--- config.mk ---
export PLATFORM = sky130hd
export DESIGN_NAME = priority_task_slot_allocator_top_flat
export DESIGN_NICKNAME = d
export VERILOG_FILES = /design/src/rtl/core/ptsa_pkg.sv /design/src/rtl/core/ptsa_if.sv /design/src/rtl/core/priority_task_slot_allocator_top.sv /design/src/flat_wrapper.sv
export SDC_FILE = /design/constraint.sdc
export NUM_CORES = 2
export LEC_CHECK = 0
export BUFFER_PORTS_ARGS = -buffer_cell sky130_fd_sc_hd__buf_2
export CORE_UTILIZATION = 40
export CTS_BUF_LIST = sky130_fd_sc_hd__clkbuf_2
export CTS_CLUSTER_DIAMETER = 80
export CTS_CLUSTER_SIZE = 12
export DETAILED_ROUTE_END_ITERATION = 7
export GPL_ROUTABILITY_DRIVEN = 1
export HOLD_SLACK_MARGIN = 0.06
export SYNTH_ARGS = -nofsm -noshare
export SYNTH_HDL_FRONTEND = slang
export SYNTH_SLANG_ARGS = --single-unit
--- constraint.sdc ---
create_clock -name clk_i -period 5.2 [get_ports clk_i]
set_input_delay 0 -clock clk_i [delete_from_list [all_inputs] [get_ports clk_i]]
set_output_delay 0 -clock clk_i [all_outputs]
set_load 0.005 [all_outputs]
--- src/rtl/core/ptsa_pkg.sv ---
`timescale 1ns / 1ps
// ----------------------------------------------------------------------------
// Priority task slot allocator package
// Operation and status codes and the fixed field widths of both channels.
// ----------------------------------------------------------------------------
package ptsa_pkg;

  localparam int unsigned OpW     = 2;
  localparam int unsigned LevelW  = 3;
  localparam int unsigned IdW     = 16;
  localparam int unsigned TickW   = 16;
  localparam int unsigned StatusW = 2;
  localparam int unsigned GroupW  = 7;
  localparam int unsigned SlotW   = 5;

  // Highest priority level that names a group range.
  localparam logic [LevelW-1:0] LEVEL_MAX = 3'd3;

  typedef enum logic [OpW-1:0] {
    OP_TICK   = 2'd0,
    OP_ADD    = 2'd1,
    OP_DELETE = 2'd2,
    OP_FIND   = 2'd3
  } op_e;

  typedef enum logic [StatusW-1:0] {
    ST_OK        = 2'd0,
    ST_BAD_LEVEL = 2'd1,
    ST_FULL      = 2'd2,
    ST_NOT_FOUND = 2'd3
  } status_e;

endpackage

--- src/rtl/core/ptsa_if.sv ---
`timescale 1ns / 1ps
// ----------------------------------------------------------------------------
// Priority task slot allocator channels
// Request and response channels with a valid/ready handshake.
// ----------------------------------------------------------------------------
interface ptsa_req_if;
  logic                         valid;
  logic                         ready;
  logic [ptsa_pkg::OpW-1:0]     op;
  logic [ptsa_pkg::LevelW-1:0]  level;
  logic [ptsa_pkg::IdW-1:0]     task_id;
  logic [ptsa_pkg::TickW-1:0]   period;
  logic [ptsa_pkg::TickW-1:0]   start_offset;

  modport source (output valid, op, level, task_id, period, start_offset, input ready);
  modport sink   (input valid, op, level, task_id, period, start_offset, output ready);
endinterface

interface ptsa_rsp_if;
  logic                          valid;
  logic                          ready;
  logic [ptsa_pkg::StatusW-1:0]  status;
  logic [ptsa_pkg::GroupW-1:0]   group;
  logic [ptsa_pkg::SlotW-1:0]    slot;

  modport source (output valid, status, group, slot, input ready);
  modport sink   (input valid, status, group, slot, output ready);
endinterface

--- src/rtl/core/priority_task_slot_allocator_top.sv ---
`timescale 1ns / 1ps
// ----------------------------------------------------------------------------
// Priority task slot allocator
// Bitmap slot table with find-first-zero allocation and id search by level.
// ----------------------------------------------------------------------------
// One request is worked on at a time and gives exactly one response. A tick or
// a request with an invalid level goes straight to its response. An add
// checks one group of its level per cycle and steps past each full group.
// Delete and find read the task id store one slot per cycle through its
// single read port; a hit ends the scan early. A response that is not taken
// holds the block in its last cycle until the response register frees up.
// Delete scans the level's groups upward and stops at the first match; find
// scans them downward, which yields the lowest matching slot of the last
// matching group.
// The occupancy masks are cleared by reset; the id store needs no clearing,
// since an entry is only compared while its used bit is set. Unstarted and
// active marks, period, start tick and the monitor word serve the dispatcher,
// which is not part of this block, and are not kept here.
module priority_task_slot_allocator_top #(
  parameter int unsigned SLOTS_PER_GROUP = 32,
  parameter int unsigned LEVEL0_GROUPS   = 2,
  parameter int unsigned LEVEL1_GROUPS   = 2,
  parameter int unsigned LEVEL2_GROUPS   = 2,
  parameter int unsigned LEVEL3_GROUPS   = 2
) (
  input  logic       clk_i,
  input  logic       rst_ni,
  ptsa_req_if.sink   req_i,
  ptsa_rsp_if.source rsp_o
);

  localparam int unsigned TotalGroups = LEVEL0_GROUPS + LEVEL1_GROUPS
                                      + LEVEL2_GROUPS + LEVEL3_GROUPS;
  localparam int unsigned GrpW  = $clog2(TotalGroups);
  localparam int unsigned SlW   = $clog2(SLOTS_PER_GROUP);
  localparam int unsigned AddrW = GrpW + SlW;
  localparam int unsigned Depth = TotalGroups << SlW;

  localparam logic [GrpW-1:0] L3First = GrpW'(0);
  localparam logic [GrpW-1:0] L3Last  = GrpW'(LEVEL3_GROUPS - 1);
  localparam logic [GrpW-1:0] L2First = GrpW'(LEVEL3_GROUPS);
  localparam logic [GrpW-1:0] L2Last  = GrpW'(LEVEL3_GROUPS + LEVEL2_GROUPS - 1);
  localparam logic [GrpW-1:0] L1First = GrpW'(LEVEL3_GROUPS + LEVEL2_GROUPS);
  localparam logic [GrpW-1:0] L1Last  =
    GrpW'(LEVEL3_GROUPS + LEVEL2_GROUPS + LEVEL1_GROUPS - 1);
  localparam logic [GrpW-1:0] L0First =
    GrpW'(LEVEL3_GROUPS + LEVEL2_GROUPS + LEVEL1_GROUPS);
  localparam logic [GrpW-1:0] L0Last  = GrpW'(TotalGroups - 1);
  localparam logic [SlW-1:0]  SlotLast = SlW'(SLOTS_PER_GROUP - 1);

  typedef enum logic [1:0] {
    S_IDLE,
    S_ADD,
    S_SCAN,
    S_DONE
  } state_e;

  state_e                        state_q;
  ptsa_pkg::op_e                 op_q;
  logic [ptsa_pkg::IdW-1:0]      id_q;
  logic [GrpW-1:0]               grp_q;
  logic [GrpW-1:0]               end_grp_q;
  logic [SlW-1:0]                slot_q;
  logic                          desc_q;
  logic                          iss_act_q;
  logic                          chk_valid_q;
  logic                          chk_used_q;
  logic                          chk_last_q;
  logic [GrpW-1:0]               chk_grp_q;
  logic [SlW-1:0]                chk_slot_q;
  ptsa_pkg::status_e             res_status_q;
  logic [GrpW-1:0]               res_grp_q;
  logic [SlW-1:0]                res_slot_q;
  logic                          out_valid_q;
  ptsa_pkg::status_e             out_status_q;
  logic [GrpW-1:0]               out_grp_q;
  logic [SlW-1:0]                out_slot_q;
  logic [SLOTS_PER_GROUP-1:0]    used_q [TotalGroups];

  logic [ptsa_pkg::IdW-1:0]      task_mem [Depth];
  logic [ptsa_pkg::IdW-1:0]      mem_rd_q;

  logic [GrpW-1:0]               lvl_first;
  logic [GrpW-1:0]               lvl_last;
  logic [SLOTS_PER_GROUP-1:0]    free_bits;
  logic                          ffz_any;
  logic [SlW-1:0]                ffz_pos;
  logic                          cur_used;
  logic                          iss_last;
  logic                          hit;
  logic                          out_free;
  logic                          mem_we;
  logic [AddrW-1:0]              mem_waddr;
  logic [AddrW-1:0]              mem_raddr;

  assign req_i.ready  = (state_q == S_IDLE);
  assign rsp_o.valid  = out_valid_q;
  assign rsp_o.status = out_status_q;
  assign rsp_o.group  = ptsa_pkg::GroupW'(out_grp_q);
  assign rsp_o.slot   = ptsa_pkg::SlotW'(out_slot_q);

  always_comb begin
    unique case (req_i.level[1:0])
      2'd3: begin
        lvl_first = L3First;
        lvl_last  = L3Last;
      end
      2'd2: begin
        lvl_first = L2First;
        lvl_last  = L2Last;
      end
      2'd1: begin
        lvl_first = L1First;
        lvl_last  = L1Last;
      end
      default: begin
        lvl_first = L0First;
        lvl_last  = L0Last;
      end
    endcase
  end

  // Lowest free slot of the group under test.
  always_comb begin
    free_bits = ~used_q[grp_q];
    ffz_any   = |free_bits;
    ffz_pos   = '0;
    for (int i = SLOTS_PER_GROUP - 1; i >= 0; i--) begin
      if (free_bits[i]) begin
        ffz_pos = SlW'(i);
      end
    end
  end

  assign cur_used  = used_q[grp_q][slot_q];
  assign iss_last  = (slot_q == SlotLast) && (grp_q == end_grp_q);
  assign hit       = chk_valid_q && chk_used_q && (mem_rd_q == id_q);
  assign out_free  = !out_valid_q || rsp_o.ready;
  assign mem_we    = (state_q == S_ADD) && ffz_any;
  assign mem_waddr = {grp_q, ffz_pos};
  assign mem_raddr = {grp_q, slot_q};

  always_ff @(posedge clk_i) begin
    if (mem_we) begin
      task_mem[mem_waddr] <= id_q;
    end
    mem_rd_q <= task_mem[mem_raddr];
  end

  always_ff @(posedge clk_i or negedge rst_ni) begin
    if (!rst_ni) begin
      state_q      <= S_IDLE;
      op_q         <= ptsa_pkg::OP_TICK;
      iss_act_q    <= 1'b0;
      chk_valid_q  <= 1'b0;
      out_valid_q  <= 1'b0;
      res_status_q <= ptsa_pkg::ST_OK;
      out_status_q <= ptsa_pkg::ST_OK;
      for (int g = 0; g < TotalGroups; g++) begin
        used_q[g] <= '0;
      end
    end else begin
      if (out_valid_q && rsp_o.ready) begin
        out_valid_q <= 1'b0;
      end
      unique case (state_q)
        S_IDLE: begin
          if (req_i.valid) begin
            op_q       <= ptsa_pkg::op_e'(req_i.op);
            id_q       <= req_i.task_id;
            res_grp_q  <= '0;
            res_slot_q <= '0;
            slot_q     <= '0;
            if (ptsa_pkg::op_e'(req_i.op) == ptsa_pkg::OP_TICK) begin
              res_status_q <= ptsa_pkg::ST_OK;
              state_q      <= S_DONE;
            end else if (req_i.level > ptsa_pkg::LEVEL_MAX) begin
              res_status_q <= ptsa_pkg::ST_BAD_LEVEL;
              state_q      <= S_DONE;
            end else if (ptsa_pkg::op_e'(req_i.op) == ptsa_pkg::OP_FIND) begin
              grp_q     <= lvl_last;
              end_grp_q <= lvl_first;
              desc_q    <= 1'b1;
              iss_act_q <= 1'b1;
              state_q   <= S_SCAN;
            end else begin
              grp_q     <= lvl_first;
              end_grp_q <= lvl_last;
              desc_q    <= 1'b0;
              if (ptsa_pkg::op_e'(req_i.op) == ptsa_pkg::OP_ADD) begin
                state_q <= S_ADD;
              end else begin
                iss_act_q <= 1'b1;
                state_q   <= S_SCAN;
              end
            end
          end
        end
        S_ADD: begin
          if (ffz_any) begin
            used_q[grp_q][ffz_pos] <= 1'b1;
            res_status_q <= ptsa_pkg::ST_OK;
            res_grp_q    <= grp_q;
            res_slot_q   <= ffz_pos;
            state_q      <= S_DONE;
          end else if (grp_q == end_grp_q) begin
            res_status_q <= ptsa_pkg::ST_FULL;
            state_q      <= S_DONE;
          end else begin
            grp_q <= grp_q + 1'b1;
          end
        end
        S_SCAN: begin
          // Issue stage reads the id store; the compare stage sees its data in the
          // following cycle together with the used bit taken at issue.
          chk_valid_q <= iss_act_q;
          chk_used_q  <= cur_used;
          chk_last_q  <= iss_last;
          chk_grp_q   <= grp_q;
          chk_slot_q  <= slot_q;
          if (iss_act_q) begin
            if (slot_q == SlotLast) begin
              slot_q <= '0;
              grp_q  <= desc_q ? grp_q - 1'b1 : grp_q + 1'b1;
            end else begin
              slot_q <= slot_q + 1'b1;
            end
            if (iss_last) begin
              iss_act_q <= 1'b0;
            end
          end
          if (hit) begin
            res_status_q <= ptsa_pkg::ST_OK;
            res_grp_q    <= chk_grp_q;
            res_slot_q   <= chk_slot_q;
            iss_act_q    <= 1'b0;
            chk_valid_q  <= 1'b0;
            state_q      <= S_DONE;
          end else if (chk_valid_q && chk_last_q) begin
            res_status_q <= ptsa_pkg::ST_NOT_FOUND;
            chk_valid_q  <= 1'b0;
            state_q      <= S_DONE;
          end
        end
        S_DONE: begin
          if (out_free) begin
            out_valid_q  <= 1'b1;
            out_status_q <= res_status_q;
            out_grp_q    <= res_grp_q;
            out_slot_q   <= res_slot_q;
            if (op_q == ptsa_pkg::OP_DELETE && res_status_q == ptsa_pkg::ST_OK) begin
              used_q[res_grp_q][res_slot_q] <= 1'b0;
            end
            state_q <= S_IDLE;
          end
        end
        default: begin
          state_q <= S_IDLE;
        end
      endcase
    end
  end

  // The block takes no second request while one is in progress.
  a_busy_after_accept: assert property (@(posedge clk_i) disable iff (!rst_ni)
    req_i.valid && req_i.ready |=> !req_i.ready)
    else $error("request accepted while busy");

  // Only an add can report a full level.
  a_full_from_add: assert property (@(posedge clk_i) disable iff (!rst_ni)
    state_q == S_DONE && res_status_q == ptsa_pkg::ST_FULL |-> op_q == ptsa_pkg::OP_ADD)
    else $error("full status from an operation other than add");

  // Only delete and find can miss.
  a_miss_from_search: assert property (@(posedge clk_i) disable iff (!rst_ni)
    state_q == S_DONE && res_status_q == ptsa_pkg::ST_NOT_FOUND
      |-> op_q == ptsa_pkg::OP_DELETE || op_q == ptsa_pkg::OP_FIND)
    else $error("not found status from an operation that does not search");

  // The compare stage is only live inside a scan.
  a_chk_in_scan: assert property (@(posedge clk_i) disable iff (!rst_ni)
    chk_valid_q |-> state_q == S_SCAN)
    else $error("compare stage active outside a scan");

  // A successful delete frees the slot it reports.
  a_delete_frees: assert property (@(posedge clk_i) disable iff (!rst_ni)
    state_q == S_DONE && out_free && op_q == ptsa_pkg::OP_DELETE
      && res_status_q == ptsa_pkg::ST_OK
      |=> !used_q[$past(res_grp_q)][$past(res_slot_q)])
    else $error("deleted slot still marked used");

endmodule
--- src/flat_wrapper.sv ---
// flat-port wrapper written by rule: the top's interface ports become plain ports
module priority_task_slot_allocator_top_flat 
#(
  parameter int unsigned SLOTS_PER_GROUP = 32,
  parameter int unsigned LEVEL0_GROUPS   = 2,
  parameter int unsigned LEVEL1_GROUPS   = 2,
  parameter int unsigned LEVEL2_GROUPS   = 2,
  parameter int unsigned LEVEL3_GROUPS   = 2
)
  (clk_i, rst_ni, req_i_valid, req_i_op, req_i_level, req_i_task_id, req_i_period, req_i_start_offset, req_i_ready, rsp_o_valid, rsp_o_status, rsp_o_group, rsp_o_slot, rsp_o_ready);
  ptsa_req_if req_i_i ();
  ptsa_rsp_if rsp_o_i ();
  input  logic clk_i;
  input  logic rst_ni;
  input wire logic [$bits(req_i_i.valid)-1:0] req_i_valid;
  input wire logic [$bits(req_i_i.op)-1:0] req_i_op;
  input wire logic [$bits(req_i_i.level)-1:0] req_i_level;
  input wire logic [$bits(req_i_i.task_id)-1:0] req_i_task_id;
  input wire logic [$bits(req_i_i.period)-1:0] req_i_period;
  input wire logic [$bits(req_i_i.start_offset)-1:0] req_i_start_offset;
  output wire logic [$bits(req_i_i.ready)-1:0] req_i_ready;
  output wire logic [$bits(rsp_o_i.valid)-1:0] rsp_o_valid;
  output wire logic [$bits(rsp_o_i.status)-1:0] rsp_o_status;
  output wire logic [$bits(rsp_o_i.group)-1:0] rsp_o_group;
  output wire logic [$bits(rsp_o_i.slot)-1:0] rsp_o_slot;
  input wire logic [$bits(rsp_o_i.ready)-1:0] rsp_o_ready;
  assign req_i_i.valid = req_i_valid;
  assign req_i_i.op = req_i_op;
  assign req_i_i.level = req_i_level;
  assign req_i_i.task_id = req_i_task_id;
  assign req_i_i.period = req_i_period;
  assign req_i_i.start_offset = req_i_start_offset;
  assign req_i_ready = req_i_i.ready;
  assign rsp_o_valid = rsp_o_i.valid;
  assign rsp_o_status = rsp_o_i.status;
  assign rsp_o_group = rsp_o_i.group;
  assign rsp_o_slot = rsp_o_i.slot;
  assign rsp_o_i.ready = rsp_o_ready;
  priority_task_slot_allocator_top #(.SLOTS_PER_GROUP(SLOTS_PER_GROUP), .LEVEL0_GROUPS(LEVEL0_GROUPS), .LEVEL1_GROUPS(LEVEL1_GROUPS), .LEVEL2_GROUPS(LEVEL2_GROUPS), .LEVEL3_GROUPS(LEVEL3_GROUPS)) u_core (.clk_i(clk_i), .rst_ni(rst_ni), .req_i(req_i_i), .rsp_o(rsp_o_i));
endmodule
=== Word-level counts from Yosys, hierarchy flattened ===
Memory sizes are Yosys's and may differ from the RTL's. A register that Yosys moved wholly into a read port is not among the register bits.
Cells that the tools add are included.

* Flip-flop bits (word level): 321
* RAM bits: 4096
* Output and inout port bits: 16
* Logic and storage cells: 218
* Memories: 1

{| class="wikitable"
|+ Memory list
! memory !! depth !! bits a word !! rd ports !! clocked after Yosys merged registers in !! wr ports !! line !! RTL
|-
| u_core.task_mem || 256 || 16 || 1 || 1 || 1 || priority_task_slot_allocator_top.sv:80 || <nowiki>logic [ptsa_pkg::IdW-1:0] task_mem [Depth];</nowiki>
|}

* Add/subtract/negate cells: 3
* Order comparisons: 10
* Eq/ne operators: 27
* Multiplexer cells: 108
* Bitwise gates (word level): 8
* Reductions and logical operators: 33

{| class="wikitable"
|+ Operators with widths
! kind !! number
|-
| 2-to-1 mux 256 bit || 3
|-
| one-hot mux 256 bit (2 select lines) || 1
|-
| bitwise AND 256 bit || 1
|-
| NOT 256 bit || 1
|-
| OR 256 bit || 1
|-
| demux 32 bit (select 3 bit) || 2
|-
| 2-to-1 mux 5 bit || 37
|-
| 2-to-1 mux 32 bit || 4
|-
| binary-select mux 32 bit (select 3 bit) || 1
|-
| 2-to-1 mux 3 bit || 13
|-
| one-hot mux 3 bit (3 select lines) || 4
|-
| 2-to-1 mux 2 bit || 16
|-
| NOT 32 bit || 1
|-
| OR reduction 32 bit || 1
|-
| AND reduction 5 bit || 4
|-
| 2-to-1 mux 1 bit || 19
|-
| less-than comparator 5 x 6 -> 1 bit (second input constant) || 3
|-
| equality test 16 bit || 1
|-
| one-hot mux 5 bit (3 select lines) || 1
|-
| equality test 2 bit (second input constant) || 6
|-
| inequality test 2 x 1 -> 1 bit (second input constant) || 6
|-
| AND reduction 4 bit || 3
|-
| logical AND 1 bit || 11
|-
| demux 1 bit (select 5 bit) || 2
|-
| 28 further kinds || 47
|}

=== Longest topological paths before layout ===
* Word-level depth: 46
* Depth in mapped cells: 16

=== Least setup slack after synthesis ===
OpenSTA, ideal clock, no wires.

* Kind: register -> register
* From: reg u_core.id_q[6] (netlist bit)
* To: reg u_core.res_grp_q[0], enable pin
* Arrival time: 5.135 ns
* Required time: 4.805 ns
* Setup slack: -0.330 ns
* Cell stages (with the launch flop): 7
* Path buffers: 0
* Clock period less this slack: 5.530 ns
* Cell sequence: edfxtp_1 > xor2_1 > nor4_1 > nand4_1 > nor3_1 > nor2b_1 > nor4_1

* Word-level cells in the longest chain between the ends: 4

{| class="wikitable"
|+ Ends and longest elaborated chain
! what !! line !! RTL
|-
| start, declared || priority_task_slot_allocator_top.sv:60 || <nowiki>logic [ptsa_pkg::IdW-1:0] id_q;</nowiki>
|-
| start signal, assigned || priority_task_slot_allocator_top.sv:170 || <nowiki>id_q <= req_i.task_id;</nowiki>
|-
| equality test 16 bit || priority_task_slot_allocator_top.sv:137 || <nowiki>assign hit = chk_valid_q && chk_used_q && (mem_rd_q == id_q);</nowiki>
|-
| logical AND 1 bit || priority_task_slot_allocator_top.sv:137 ||
|-
| inequality test 2 x 1 -> 1 bit (no line) || n/a ||
|-
| AND reduction 5 bit (no line) || n/a ||
|-
| end signal, assigned || priority_task_slot_allocator_top.sv:203 || <nowiki>res_grp_q <= grp_q;</nowiki>
|-
| end signal, assigned || priority_task_slot_allocator_top.sv:234 || <nowiki>res_grp_q <= chk_grp_q;</nowiki>
|-
| end, declared || priority_task_slot_allocator_top.sv:72 || <nowiki>logic [GrpW-1:0] res_grp_q;</nowiki>
|}

Every way passes these cells.
A chain may end at the register's enable or synchronous reset.

=== Final worst setup path ===
* From: reg u_core.grp_q[2]
* To: mem u_core.task_mem[80][13] (netlist bit), enable pin

* Word-level cells in the longest chain between the ends: 37
* Elaborated cells on any way between the ends: 41
* Those cells by class: mux: 37; bitwise: 2; reduce/logical: 2

{| class="wikitable"
|+ Ends and longest elaborated chain
! what !! line !! RTL
|-
| start, declared || priority_task_slot_allocator_top.sv:61 || <nowiki>logic [GrpW-1:0] grp_q;</nowiki>
|-
| start signal, assigned || priority_task_slot_allocator_top.sv:181 || <nowiki>grp_q <= lvl_last;</nowiki>
|-
| start signal, assigned || priority_task_slot_allocator_top.sv:187 || <nowiki>grp_q <= lvl_first;</nowiki>
|-
| start signal, assigned || priority_task_slot_allocator_top.sv:210 || <nowiki>grp_q <= grp_q + 1'b1;</nowiki>
|-
| NOT 3 -> 4 bit (implied by the code) || priority_task_slot_allocator_top.sv:125 || <nowiki>free_bits = ~used_q[grp_q];</nowiki>
|-
| binary-select mux 32 bit (select 3 bit) || priority_task_slot_allocator_top.sv:125 ||
|-
| 2-to-1 mux 32 bit (implied by the code) (2 in a row) || priority_task_slot_allocator_top.sv:125 ||
|-
| NOT 32 bit || priority_task_slot_allocator_top.sv:125 ||
|-
| 2-to-1 mux 5 bit (32 in a row) || priority_task_slot_allocator_top.sv:129 || <nowiki>if (free_bits[i]) begin</nowiki>
|-
| end, declared || priority_task_slot_allocator_top.sv:80 ||
|}

Several ways; a longest one is shown, not always the timed one. The select of a mux whose other input is x is not followed.

==> impl_metrics.toml <==
[floorplanning]
io-pin-count = 73
design.core.area_um2 = 434000
initial_utilization_pct = 40.1
die_w_um = 662
floorplan.rows = 242
die_height_um = 662
die-area_um2 = 438000

[timing]
worst_slew_pin_slew_ns = 1.33
setup_tns_ns = 0
report.final.hold_viol_count = 0
slew_headroom_pct = 10.9
rsz0062_at_grt = "no"
layout_worst_path_cycle_share_pct = 99.1
finalHoldWorstSlack_ns = 0.402
final-max-slew-violation-count = 0
fmaxAchievable_mhz = 194
worst_slack_ns = 0.0445
timing.final.setup_violations = 0
timing.final.crit_period_ns = 5.16
worst_setup_skew_after_layout_ns = 0.365

[clock_network]
cts-htree-levels = 5
tritoncts = "yes"
cts_buffers = 410
cts_root_buf = "sky130_fd_sc_hd__clkbuf_2"
worst_skew_pair.late_latency_ns = 2.23
tritoncts_num_sinks = 4433
clock_tree.buffer_depth = 4
path_clk_slew_ns = 0.25

[worst_hold_path]
worst_hold_path_ep = "u_core.id_q[10]"
hp-start = "req_i_task_id[10]"
hold_class = "input pin to flip-flop"
hold_path_depth = 5

[critical_path]
start_kind = "flip-flop"
worst_r2r_path_depth = 12
ff2ff_setup_slack_ns = 0.04
critical_path.endpoint_type = "flip-flop"
critical_path.max_fanout = 52
worst-endpoint-arrival_ns = 6.83
crit-reg2reg-capture = "u_core.task_mem[80][13]"
criticalPathCategory = "flip-flop to flip-flop"
worst-endpoint-required_ns = 6.87
r2r-start = "u_core.grp_q[2]"

[route]
drc_errors = 0
avgRoutedWirePerCell_um = 31.6
drt_first_iter_violations = 10100
vias_per_cell = 5.97
drt_wl_total_mm = 454
drt_pre_antenna_iters = 8
top_signal_layer_used = "met5"
met2RoutedLength_mm = 215
antenna_violating_nets_post_route = 0
route.vias.total = 85814
met1_length_mm = 188
wl_met3_mm = 35.7

[status]
status = "complete, no violations"

[layout]
nNetsFinal = 8611
area_delta_synth_final_pct = 9.30
final_util_pct = 43.9
regArea_um2 = 132000
layout.cells.non_filler = 14379
fraction_of_final_layout_cells_sized_beyond_drive_strength_1_pct = 32.5
postLayoutCellArea_um2 = 191000
fillers = 36816
multi_input_comb_area_um2 = 41900

[synthesis]
register_area_share_after_synthesis_pct = 75.5
synthCells = 7918
synth_top_cells_by_area = "sky130_fd_sc_hd__edfxtp_1 71%, sky130_fd_sc_hd__mux4_2 17%, sky130_fd_sc_hd__dfrtp_1 3.8%, sky130_fd_sc_hd__o21ai_0 1.1%, sky130_fd_sc_hd__mux2i_1 0.85%"
synthFlopType = "sky130_fd_sc_hd__edfxtp_1"
netlist_area_um2 = 174000
yosys.area.top_type = "sky130_fd_sc_hd__edfxtp_1"
synth_area_per_inst_um2 = 22.0
postSynth.asyncResetShare_pct = 6.02
ys.warnings.count = 0
synth-edff-count = 4150
synth_cell_types = 93
synth_largest_type_area_fraction_pct = 71.5
postSynthRegisterBits = 4433

[placed_design]
dp_worst_setup_slack_ns = 0.121
numPlacedInstances = 13734
place.gp.congestion = 0.884
io_buffer_count = 36
detailed_place.area_um2 = 186000
place.detailed.hpwl_mm = 267

[global_route]
number_of_global_route_vias_before_repair = 87363
globalRoute.totalOverflow = 0
grt_max_degree = 236
grt_pass1_wl_mm = 646
globalRouteTotalUtil_pct = 20.5
antenna_found_initial = 17

[power_and_ir_drop]
irDropWorstVdd_uv = 746
powerDensity_nw_per_um2 = 419
total_power_mw = 79.8
power.leakage_nw = 57.3

[run]
drv_cap = 0
[report_power, final]
group	internal [mW]	total [mW]	leakage, nW	switching [mW]
clock network	2.81	13.5	2.15	10.7
logic	8.76	26.1	15.3	17.4
registers	39.8	40.1	39.8	0.345
total	51.4	79.8	57.3	28.4
[critical path, stage by stage (launching register included)]
cell and delay, ns:
sky130_fd_sc_hd__edfxtp_1 0.51, sky130_fd_sc_hd__buf_12 0.30, sky130_fd_sc_hd__buf_4 0.33, sky130_fd_sc_hd__mux2_2 0.37, sky130_fd_sc_hd__a221o_1 0.29, sky130_fd_sc_hd__a22o_1 0.30, sky130_fd_sc_hd__and3_1 0.20, sky130_fd_sc_hd__o211ai_1 0.25
sky130_fd_sc_hd__a21o_1 0.89, sky130_fd_sc_hd__o21ai_2 0.13, sky130_fd_sc_hd__buf_4 0.34, sky130_fd_sc_hd__nor4_2 0.26, sky130_fd_sc_hd__buf_4 0.34
[worst max-delay path by stage]
stage	end	start
after floorplan	u_core.state_q[0]	u_core.id_q[6]
after global placement	u_core.task_mem[144][15]	u_core.grp_q[0]
after detailed placement	u_core.task_mem[152][12]	u_core.grp_q[0]
after CTS	u_core.task_mem[124][12]	u_core.grp_q[2]
after global routing	u_core.task_mem[80][14]	u_core.grp_q[2]
final	u_core.task_mem[80][13]	u_core.grp_q[2]
[layer usage]
metal | GRT usage, % | up-vias
met5 | 0 | -
met4 | 6.41 | 8
met3 | 3.68 | 679
met2 | 32.3 | 3722
met1 | 29.1 | 46697
li1 | - | 34708
[final cells by class]
cell class / instances / area share (%)
sequential: 4433 / 69.1
multi-input combinational: 2962 / 22.0
tap: 5734 / 3.77
timing repair buffer: 719 / 3.66
clock buffer: 477 / 1.25
clock inverter: 25 / 0.186
inverter: 19 / 0.0374
antenna: 10 / 0.0131
[synthesized netlist by cell type (31+ instances only)]
cell type and instances:
sky130_fd_sc_hd__buf_1 128, sky130_fd_sc_hd__buf_2 69, sky130_fd_sc_hd__clkbuf_1 274, sky130_fd_sc_hd__dfrtp_1 267
sky130_fd_sc_hd__edfxtp_1 4150, sky130_fd_sc_hd__mux2_2 46, sky130_fd_sc_hd__mux2i_1 148, sky130_fd_sc_hd__mux4_2 1324
sky130_fd_sc_hd__nand2_1 175, sky130_fd_sc_hd__nand3_1 53, sky130_fd_sc_hd__nor2_1 34, sky130_fd_sc_hd__nor3_1 193
sky130_fd_sc_hd__nor4_1 48, sky130_fd_sc_hd__o21ai_0 397, sky130_fd_sc_hd__o21ai_1 31, sky130_fd_sc_hd__o22ai_1 68
sky130_fd_sc_hd__o31ai_1 84
[registers in the layout, indices dropped and copies added (netlist names), 2 cells and up]
name and cells:
u_core.task_mem 4096, u_core.used_q 256, u_core.id_q 16, u_core.mem_rd_q 16, u_core.chk_slot_q 5, u_core.res_slot_q 5, u_core.rsp_o.slot 5, u_core.slot_q 5
u_core.chk_grp_q 3, u_core.end_grp_q 3, u_core.grp_q 3, u_core.out_grp_q 3, u_core.res_grp_q 3, u_core.op_q 2, u_core.res_status_q 2, u_core.rsp_o.status 2
u_core.state_q 2
[repair_timing]
item,4_1_cts,5_1_grt
hold endpoints to repair,610,0
cloned,0,0
pin swaps,2,1
buffers inserted,3,1
hold buffers,128,0
setup endpoints to repair,144,193
gates resized for setup,1,4
[placed cells by master (no fill, tap or decap), types with 16 or more instances in the layout]
| cell type | synthesis | layout |
|---|---|---|
| sky130_fd_sc_hd__mux2_2 | 46 | 46 |
| sky130_fd_sc_hd__buf_12 | 0 | 103 |
| sky130_fd_sc_hd__a21oi_1 | 17 | 17 |
| sky130_fd_sc_hd__buf_4 | 22 | 451 |
| sky130_fd_sc_hd__mux4_2 | 1324 | 1324 |
| sky130_fd_sc_hd__nand2_1 | 175 | 172 |
| sky130_fd_sc_hd__nor4_2 | 13 | 43 |
| sky130_fd_sc_hd__inv_1 | 17 | 17 |
| sky130_fd_sc_hd__dfxtp_1 | 16 | 16 |
| sky130_fd_sc_hd__nor2_1 | 34 | 31 |
| sky130_fd_sc_hd__mux2i_1 | 148 | 148 |
| sky130_fd_sc_hd__dlygate4sd3_1 | 0 | 126 |
| sky130_fd_sc_hd__clkbuf_2 | 3 | 477 |
| sky130_fd_sc_hd__nor2b_1 | 18 | 18 |
| sky130_fd_sc_hd__o21ai_1 | 31 | 31 |
| sky130_fd_sc_hd__buf_2 | 69 | 35 |
| sky130_fd_sc_hd__o31ai_1 | 84 | 84 |
| sky130_fd_sc_hd__nand3_1 | 53 | 52 |
| sky130_fd_sc_hd__edfxtp_1 | 4150 | 4150 |
| sky130_fd_sc_hd__o22ai_1 | 68 | 67 |
| sky130_fd_sc_hd__or4_1 | 18 | 18 |
| sky130_fd_sc_hd__dfrtp_1 | 267 | 267 |
| sky130_fd_sc_hd__o21ai_0 | 397 | 395 |
| sky130_fd_sc_hd__nand4_1 | 20 | 20 |
| sky130_fd_sc_hd__nor3_2 | 21 | 205 |
[cells by family after synthesis]
family,share of synthesized area (%)
muxes,18.3
xor gates and xnor gates,0.116
buffers and inverters,1.28
AOI/OAI and AO/OA,2.61
DFF,75.5
and+or+nand+nor,2.16
adders and majority gates,0.0646
other,0.00215
No activity file was read; power rests on OpenSTA's default activity.
